File: src/design/ctf_pkg.sv
`timescale 1ns / 1ps

package ctf_pkg;

   // payload widths
   localparam int CARD_BYTE_W = 8;
   localparam int OUT_W       = 10;

   // default text capacity
   localparam int TEXT_CAP_DEFAULT = 768;

   // window and prefix table sizes
   localparam int WIN_LEN      = 12;
   localparam int WIN_W        = WIN_LEN * CARD_BYTE_W;
   localparam int LEN_W        = $clog2(WIN_LEN + 1);
   localparam int NUM_PREFIXES = 24;

   // special byte codes
   localparam logic [CARD_BYTE_W-1:0] BYTE_STOP     = 8'hFE;
   localparam logic [CARD_BYTE_W-1:0] BYTE_EMPTY    = 8'h00;
   localparam logic [CARD_BYTE_W-1:0] BYTE_FILL     = 8'hFF;
   localparam logic [CARD_BYTE_W-1:0] PRINT_LO      = 8'd32;
   localparam logic [CARD_BYTE_W-1:0] PRINT_HI      = 8'd126;
   localparam logic [CARD_BYTE_W-1:0] HIGH_CHAR_LO  = 8'd128;

   // prefix text is right-aligned: last character in the low byte
   typedef struct packed {
      logic [WIN_W-1:0] text;
      logic [LEN_W-1:0] len;
   } prefix_type;

   // the coin removal prefix spells its underscore as an octal escape
   localparam prefix_type PREFIXES [NUM_PREFIXES] = '{
      '{text: "GET:SPC_TXT:", len: 4'd12},
      '{text: "GET:TARGET",   len: 4'd10},
      '{text: "GET:TGT",      len: 4'd7},
      '{text: "GET:SYNC",     len: 4'd8},
      '{text: "GET:LANG",     len: 4'd8},
      '{text: "GET:INFO",     len: 4'd8},
      '{text: "TGT_ADD:",     len: 4'd8},
      '{text: "TGT_DEL:",     len: 4'd8},
      '{text: "TGT_SET:",     len: 4'd8},
      '{text: "TXT:",         len: 4'd4},
      '{text: "ALM_DEL:",     len: 4'd8},
      '{text: "ALM:",         len: 4'd4},
      '{text: "POM:",         len: 4'd4},
      '{text: "SCH_HID:",     len: 4'd8},
      '{text: "SCH_DEL:",     len: 4'd8},
      '{text: "SCH:",         len: 4'd4},
      '{text: "PRE_DEL:ZH:",  len: 4'd11},
      '{text: "PRE_DEL:EN:",  len: 4'd11},
      '{text: "PRE:ZH:",      len: 4'd7},
      '{text: "PRE:EN:",      len: 4'd7},
      '{text: "WIFI:",        len: 4'd5},
      '{text: "COIN\137DEL:", len: 4'd9},
      '{text: "COIN:",        len: 4'd5},
      '{text: "SPC:",         len: 4'd4}
   };

   // byte mask covering the newest len characters of the window
   function automatic logic [WIN_W-1:0] prefix_mask(input logic [LEN_W-1:0] len);
      logic [WIN_W-1:0] m;
      m = '0;
      for (int i = 0; i < WIN_LEN; i++) begin
         if (i < int'(len)) begin
            m[i*CARD_BYTE_W +: CARD_BYTE_W] = '1;
         end
      end
      return m;
   endfunction

endpackage

File: src/design/ctf_if.sv
`timescale 1ns / 1ps

interface ctf_req_if import ctf_pkg::*; ();
   logic                   valid;
   logic                   ready;
   logic [CARD_BYTE_W-1:0] card_byte;
   logic                   last_byte;

   modport source (output valid, output card_byte, output last_byte, input ready);
   modport sink   (input valid, input card_byte, input last_byte, output ready);
endinterface

interface ctf_rsp_if import ctf_pkg::*; ();
   logic             valid;
   logic             ready;
   logic             found;
   logic [OUT_W-1:0] command_start;
   logic [OUT_W-1:0] text_length;

   modport source (output valid, output found, output command_start,
                   output text_length, input ready);
   modport sink   (input valid, input found, input command_start,
                   input text_length, output ready);
endinterface

File: src/design/card_text_command_finder.sv
`timescale 1ns / 1ps
// Channel   Dir  Payload                                 Transfer
// req       in   card_byte[7:0], last_byte               req.valid & req.ready
// rsp       out  found, command_start[9:0], text_length  rsp.valid & rsp.ready
//
// One byte per cycle while req.ready is high: the prefix compare against
// the window is a single pass between the state registers and the result register.
// A result appears the cycle after the last-marked byte transfers.
// Reset (synchronous, active high) clears the window, count, stop and match flags, best start and the result valid.
// req.ready drops only while a result is held and rsp.ready is low.

module card_text_command_finder import ctf_pkg::*; #(
   parameter int TEXT_CAP = TEXT_CAP_DEFAULT
) (
   input  logic clock,
   input  logic reset,
   ctf_req_if.sink   req,
   ctf_rsp_if.source rsp
);

   localparam int CNT_W = $clog2(TEXT_CAP + 1);

   logic [WIN_W-1:0] win_ff,   win_in;
   logic [CNT_W-1:0] count_ff, count_in;
   logic             stop_ff,  stop_in;
   logic             match_ff, match_in;
   logic [CNT_W-1:0] best_ff,  best_in;

   logic             rsp_valid_ff, rsp_valid_in;
   logic             rsp_found_ff, rsp_found_in;
   logic [OUT_W-1:0] rsp_start_ff, rsp_start_in;
   logic [OUT_W-1:0] rsp_len_ff,   rsp_len_in;

   logic             accept;
   logic             take_char;
   logic             printable;
   logic [WIN_W-1:0] win_next;
   logic [CNT_W-1:0] count_next;
   logic [WIN_LEN:1] hit_len;
   logic [LEN_W-1:0] top_len;
   logic [CNT_W-1:0] cand_start;
   logic             new_best;

   // accept while the result register is free or being drained
   assign req.ready = !rsp_valid_ff || rsp.ready;
   assign accept    = req.valid && req.ready;

   // classify the incoming byte
   assign printable = ((req.card_byte >= PRINT_LO) && (req.card_byte <= PRINT_HI))
                      || (req.card_byte >= HIGH_CHAR_LO);
   assign take_char = accept && !stop_ff
                      && (req.card_byte != BYTE_STOP)
                      && (req.card_byte != BYTE_EMPTY)
                      && (req.card_byte != BYTE_FILL)
                      && printable
                      && (count_ff < CNT_W'(TEXT_CAP));

   assign win_next   = {win_ff[WIN_W-CARD_BYTE_W-1:0], req.card_byte};
   assign count_next = count_ff + CNT_W'(1);

   // compare every prefix against the shifted window
   always_comb begin
      hit_len = '0;
      for (int k = 0; k < NUM_PREFIXES; k++) begin
         if (((win_next & prefix_mask(PREFIXES[k].len)) == PREFIXES[k].text)
             && (count_next >= CNT_W'(PREFIXES[k].len))) begin
            hit_len[PREFIXES[k].len] = 1'b1;
         end
      end
   end

   // longest hit gives the earliest start
   always_comb begin
      top_len = '0;
      for (int l = 1; l <= WIN_LEN; l++) begin
         if (hit_len[l]) begin
            top_len = LEN_W'(l);
         end
      end
   end

   assign cand_start = count_next - CNT_W'(top_len);
   assign new_best   = take_char && (|hit_len) && (!match_ff || (cand_start < best_ff));

   // next tag state and result
   always_comb begin
      win_in   = win_ff;
      count_in = count_ff;
      stop_in  = stop_ff;
      match_in = match_ff;
      best_in  = best_ff;
      if (accept && !stop_ff && (req.card_byte == BYTE_STOP)) begin
         stop_in = 1'b1;
      end
      if (take_char) begin
         win_in   = win_next;
         count_in = count_next;
      end
      if (new_best) begin
         match_in = 1'b1;
         best_in  = cand_start;
      end

      rsp_valid_in = rsp_valid_ff && !rsp.ready;
      rsp_found_in = rsp_found_ff;
      rsp_start_in = rsp_start_ff;
      rsp_len_in   = rsp_len_ff;
      if (accept && req.last_byte) begin
         rsp_valid_in = 1'b1;
         rsp_found_in = match_in;
         rsp_start_in = match_in ? OUT_W'(best_in) : '0;
         rsp_len_in   = OUT_W'(count_in);
         // clear for the next tag
         win_in   = '0;
         count_in = '0;
         stop_in  = 1'b0;
         match_in = 1'b0;
         best_in  = '0;
      end
   end

   // hold control and tag state
   always_ff @(posedge clock) begin
      if (reset) begin
         win_ff       <= '0;
         count_ff     <= '0;
         stop_ff      <= 1'b0;
         match_ff     <= 1'b0;
         best_ff      <= '0;
         rsp_valid_ff <= 1'b0;
      end else begin
         win_ff       <= win_in;
         count_ff     <= count_in;
         stop_ff      <= stop_in;
         match_ff     <= match_in;
         best_ff      <= best_in;
         rsp_valid_ff <= rsp_valid_in;
      end
   end

   // result payload
   always_ff @(posedge clock) begin
      rsp_found_ff <= rsp_found_in;
      rsp_start_ff <= rsp_start_in;
      rsp_len_ff   <= rsp_len_in;
   end

   assign rsp.valid         = rsp_valid_ff;
   assign rsp.found         = rsp_found_ff;
   assign rsp.command_start = rsp_start_ff;
   assign rsp.text_length   = rsp_len_ff;

endmodule
File: src/flat_wrapper.sv
// flat-port wrapper written by rule: the top's interface ports become plain ports
module card_text_command_finder_flat import ctf_pkg::*;
#(
   parameter int TEXT_CAP = TEXT_CAP_DEFAULT
)
  (clock, reset, req_valid, req_card_byte, req_last_byte, req_ready, rsp_valid, rsp_found, rsp_command_start, rsp_text_length, rsp_ready);
  ctf_req_if req_i ();
  ctf_rsp_if rsp_i ();
  input  logic clock;
  input  logic reset;
  input wire logic [$bits(req_i.valid)-1:0] req_valid;
  input wire logic [$bits(req_i.card_byte)-1:0] req_card_byte;
  input wire logic [$bits(req_i.last_byte)-1:0] req_last_byte;
  output wire logic [$bits(req_i.ready)-1:0] req_ready;
  output wire logic [$bits(rsp_i.valid)-1:0] rsp_valid;
  output wire logic [$bits(rsp_i.found)-1:0] rsp_found;
  output wire logic [$bits(rsp_i.command_start)-1:0] rsp_command_start;
  output wire logic [$bits(rsp_i.text_length)-1:0] rsp_text_length;
  input wire logic [$bits(rsp_i.ready)-1:0] rsp_ready;
  assign req_i.valid = req_valid;
  assign req_i.card_byte = req_card_byte;
  assign req_i.last_byte = req_last_byte;
  assign req_ready = req_i.ready;
  assign rsp_valid = rsp_i.valid;
  assign rsp_found = rsp_i.found;
  assign rsp_command_start = rsp_i.command_start;
  assign rsp_text_length = rsp_i.text_length;
  assign rsp_i.ready = rsp_ready;
  card_text_command_finder #(.TEXT_CAP(TEXT_CAP)) u_core (.clock(clock), .reset(reset), .req(req_i), .rsp(rsp_i));
endmodule
File: config.mk
export PLATFORM = sky130hd
export DESIGN_NAME = card_text_command_finder_flat
export DESIGN_NICKNAME = d
export VERILOG_FILES = /design/src/design/ctf_pkg.sv /design/src/design/ctf_if.sv /design/src/design/card_text_command_finder.sv /design/src/flat_wrapper.sv
export SDC_FILE = /design/constraint.sdc
export NUM_CORES = 1
export LEC_CHECK = 0
export ABC_AREA = 1
export BUFFER_PORTS_ARGS = -buffer_cell sky130_fd_sc_hd__buf_2
export CORE_ASPECT_RATIO = 0.75
export CORE_UTILIZATION = 35
export CTS_BUF_LIST = sky130_fd_sc_hd__clkbuf_16
export DETAILED_ROUTE_END_ITERATION = 7
export PLACE_DENSITY = 0.51
export SYNTH_ARGS = -nofsm -noshare
export SYNTH_HDL_FRONTEND = slang
export SYNTH_SLANG_ARGS = --single-unit
File: constraint.sdc
create_clock -name clock -period 4.9 [get_ports clock]
set_input_delay 0.735 -clock clock [delete_from_list [all_inputs] [get_ports clock]]
set_output_delay 0.735 -clock clock [all_outputs]
set_load 0.05 [all_outputs]
==> results_dict.tcl <==
set metrics [dict create \
    gr-usage-all-layers_pct 22.9 \
    finalSetupViolations 0 \
    area_growth_syn_to_layout_pct 29.9 \
    startpoint_type "flip-flop" \
    synth_edf_count 21 \
    num-nets-final 1368 \
    pre_cts_ws_ns -0.303 \
    design.die.area_sq_um 23300 \
    core_sq_um 22200 \
    grt_pass1_wl_mm 41.3 \
    num_vias 8196 \
    clk_path_buf_depth 2 \
    antenna_cells 0 \
    synth_area_leader_cell "dfxtp_1" \
    netlist_top_cells_count "nor2_1, nand2_1, inv_1" \
    p_total_uw 3080 \
    viasPerCell 4.98 \
    yosys_warnings 0 \
    cts_buffers 17 \
    vdd_drop_max_mv 0.232 \
    cp_common_cell "nand2_2" \
    cts_root_buf "clkbuf_16" \
    synth_top_area_share_pct 28.0 \
    ctsHoldBuffers 0 \
    antenna_found_initial 0 \
    yosysSeqAreaShare_pct 35.9 \
    maxSlewHeadroom_pct 22.7 \
    clock_latency_ns 0.43 \
    power_leakage_uw 0.00429 \
    synth_ff_type "dfxtp_1" \
    setup_ws_ns 0.173 \
    clkSlewWorstSetupHoldPaths_ns 0.06 \
    max_freq_mhz 212 \
    tightest_slew_ns 1.16 \
    cts.sinks 132 \
    hold_violations 0 \
    grt_max_degree 147 \
    hold_class "flip-flop to flip-flop" \
    drt-total-wl_mm 26.4 \
    power.density_nw_per_um2 299 \
    row_count 47 \
    drive_gt1_share_pct 24.2 \
    cts_tree "yes" \
    portBuffers 35 \
    crit_slowest_cell "dfxtp_2" \
    place_congestion 0.967 \
    crit_type "flip-flop to flip-flop" \
    fin_crit_ns 4.73 \
    fillers 2296 \
    maxCapViolCount 0 \
    endpoint_kind "flip-flop" \
    cp_data_arrival_time_ns 4.90 \
    synth_area_leaders "dfxtp_1, nor2_1, nand2_1, inv_1, edfxtp_1" \
    synth_fp_nets 1238 \
    crit_required_ns 5.07 \
    synthArstFlopShare_pct 0 \
    dpl.hpwl_mm 19.7 \
    syn_inst 1208 \
    grt_setup_unrepaired "yes" \
    run_status "finished, final reports clean" \
    final_max_slew_viol_count 0 \
    drtIter0Drc 849 \
    ios 36 \
    cts_max_level 4 \
    cp_slowest_stage_delay_ns 0.36 \
    wl_per_cell_um 16.0 \
    die_w_um 176 \
    first_pass_iters 5 \
    clock_skew_ns 0.0102 \
    remaining_drc_errors 0 \
    syn_avg_cell_area_sq_um 6.57 \
    initial_core_util_pct 35.8 \
    path_max_fanout 5 \
    period_share_pct 96.5 \
    fp.dieH_um 132 \
    syn_area_sq_um 7940 \
    ys_types 43 \
    synth_seq_cells 132 \
    grt_overflow_total 0 \
    drtAntennaViolNets 0 \
    grt_pass1_vias 7555 \
    synth.most_common_cell "nor2_1" \
]
==> per-layer routing <==
layer	share of wire, %	track usage (%)	vias to the layer above
met5	0	0	-
met4	0.81	6.09	0
met3	6.0	4.91	21
met2	40	30.9	228
met1	54	35.8	3710
li1	-	-	4237
==> worst max-delay path: cells and delay by family, from the launching register on <==
family	cells	cell delay, ns
xor+xnor	1	0.25
flops	1	0.36
buf+inv	2	0.19
simple gates	23	2.27
fa+ha+maj	3	0.82
compound gates	3	0.59
==> flip-flops by register name (all words and copies together), names as in the netlist <==
signal,cells
u_core.best_ff,10
u_core.count_ff,10
u_core.rsp.valid,1
u_core.win_ff,88
u_core.match_ff,1
u_core.rsp.text_length,10
u_core.stop_ff,1
u_core.rsp.command_start,10
u_core.rsp.found,1
==> power breakdown <==
part	leakage (uW)	switching [uW]	internal (uW)
combinational	0.00291	435	261
clock	0.000265	517	640
sequential	0.00111	59.2	1170
==> area by class of cell <==
cell class | count | area [sq um] | area share, %
multi-input combinational | 861 | 4810 | 46.6
sequential | 132 | 2870 | 27.8
timing repair buffer | 148 | 1080 | 10.5
inverter | 178 | 668 | 6.48
clock buffer | 17 | 425 | 4.12
tap | 294 | 368 | 3.57
clock inverter | 15 | 97.6 | 0.946
==> metrics by stage <==
stage / setup TNS (ns) / instance area [sq um] / util [%] / instances / hold WS [ns]
2_1_floorplan: 0 / 7940 / - / 1208 / 0.436
3_3_place_gp: -2.25 / 9090 / 41.0 / 1596 / 0.447
3_5_place_dp: -4.38 / 9090 / 41.0 / 1596 / 0.451
4_1_cts: 0 / 9640 / 43.5 / 1628 / 0.460
5_1_grt: -1.47 / 10300 / 46.5 / 1645 / 0.481
6_report: 0 / 10300 / 46.5 / 1645 / 0.462
==> cells in the final DEF (no fill, tap or decap), types with 2 or more instances in the layout <==
master | Yosys | layout
nor2_4 | 5 | 13
nand3_2 | 3 | 5
nor2_1 | 270 | 242
nand3_4 | 0 | 5
nor4_2 | 0 | 3
xor2_1 | 8 | 5
a21oi_1 | 19 | 16
a211oi_1 | 80 | 79
ha_4 | 0 | 6
clkinv_2 | 0 | 2
or2_2 | 3 | 2
xor2_2 | 0 | 3
or3_4 | 0 | 2
buf_2 | 6 | 35
nor4_1 | 9 | 5
clkinv_4 | 0 | 4
nor3_2 | 0 | 6
nand2_1 | 233 | 204
and2_4 | 0 | 3
nand3b_1 | 3 | 3
o21ai_0 | 19 | 17
nor3_1 | 37 | 30
clkinvlp_4 | 0 | 3
nor2_2 | 4 | 24
nand4_1 | 49 | 49
edfxtp_1 | 21 | 21
inv_2 | 3 | 17
inv_1 | 174 | 165
dfxtp_1 | 111 | 103
a21oi_2 | 1 | 3
buf_6 | 2 | 9
ha_1 | 16 | 10
nand2_4 | 2 | 7
nand3_1 | 71 | 65
buf_4 | 0 | 102
dfxtp_2 | 0 | 7
buf_12 | 0 | 2
clkbuf_16 | 0 | 17
nand2_2 | 7 | 31
==> what timing repair did <==
| action | in CTS | in global routing |
|---|---|---|
| pin swaps | 1 | 56 |
| cloned | 0 | 1 |
| resized for setup | 4 | 149 |
| buffers inserted | 0 | 16 |
| setup endpoints to repair | 10 | 20 |
==> logic make-up after synthesis <==
logic type / after synthesis / synth area share [%]
and+or+nand+nor: 704 / 38.6
adders and majority gates: 17 / 2.77
xor gates and xnor gates: 8 / 0.882
DFF: 132 / 35.9
AOI/OAI and AO/OA: 131 / 11.3
buffers and inverters: 216 / 10.5
==> worst paths after layout <==
| kind | from | to | slack (ns) | cells past startpoint |
|---|---|---|---|---|
| setup / recovery | u_core.count_ff[1]$_SDFF_PP0_ | u_core.rsp.command_start[4]$_SDFFCE_PN0P_ | 0.17 | 32 |
| hold / removal | u_core.stop_ff$_SDFFE_PP0P_ | u_core.stop_ff$_SDFFE_PP0P_ | 0.46 | 2 |
| setup reg to reg | u_core.count_ff[1]$_SDFF_PP0_ | u_core.rsp.command_start[4]$_SDFFCE_PN0P_ | 0.17 | 32 |
| hold reg to reg | u_core.stop_ff$_SDFFE_PP0P_ | u_core.stop_ff$_SDFFE_PP0P_ | 0.46 | 2 |
(Power assumes the default switching activity.)
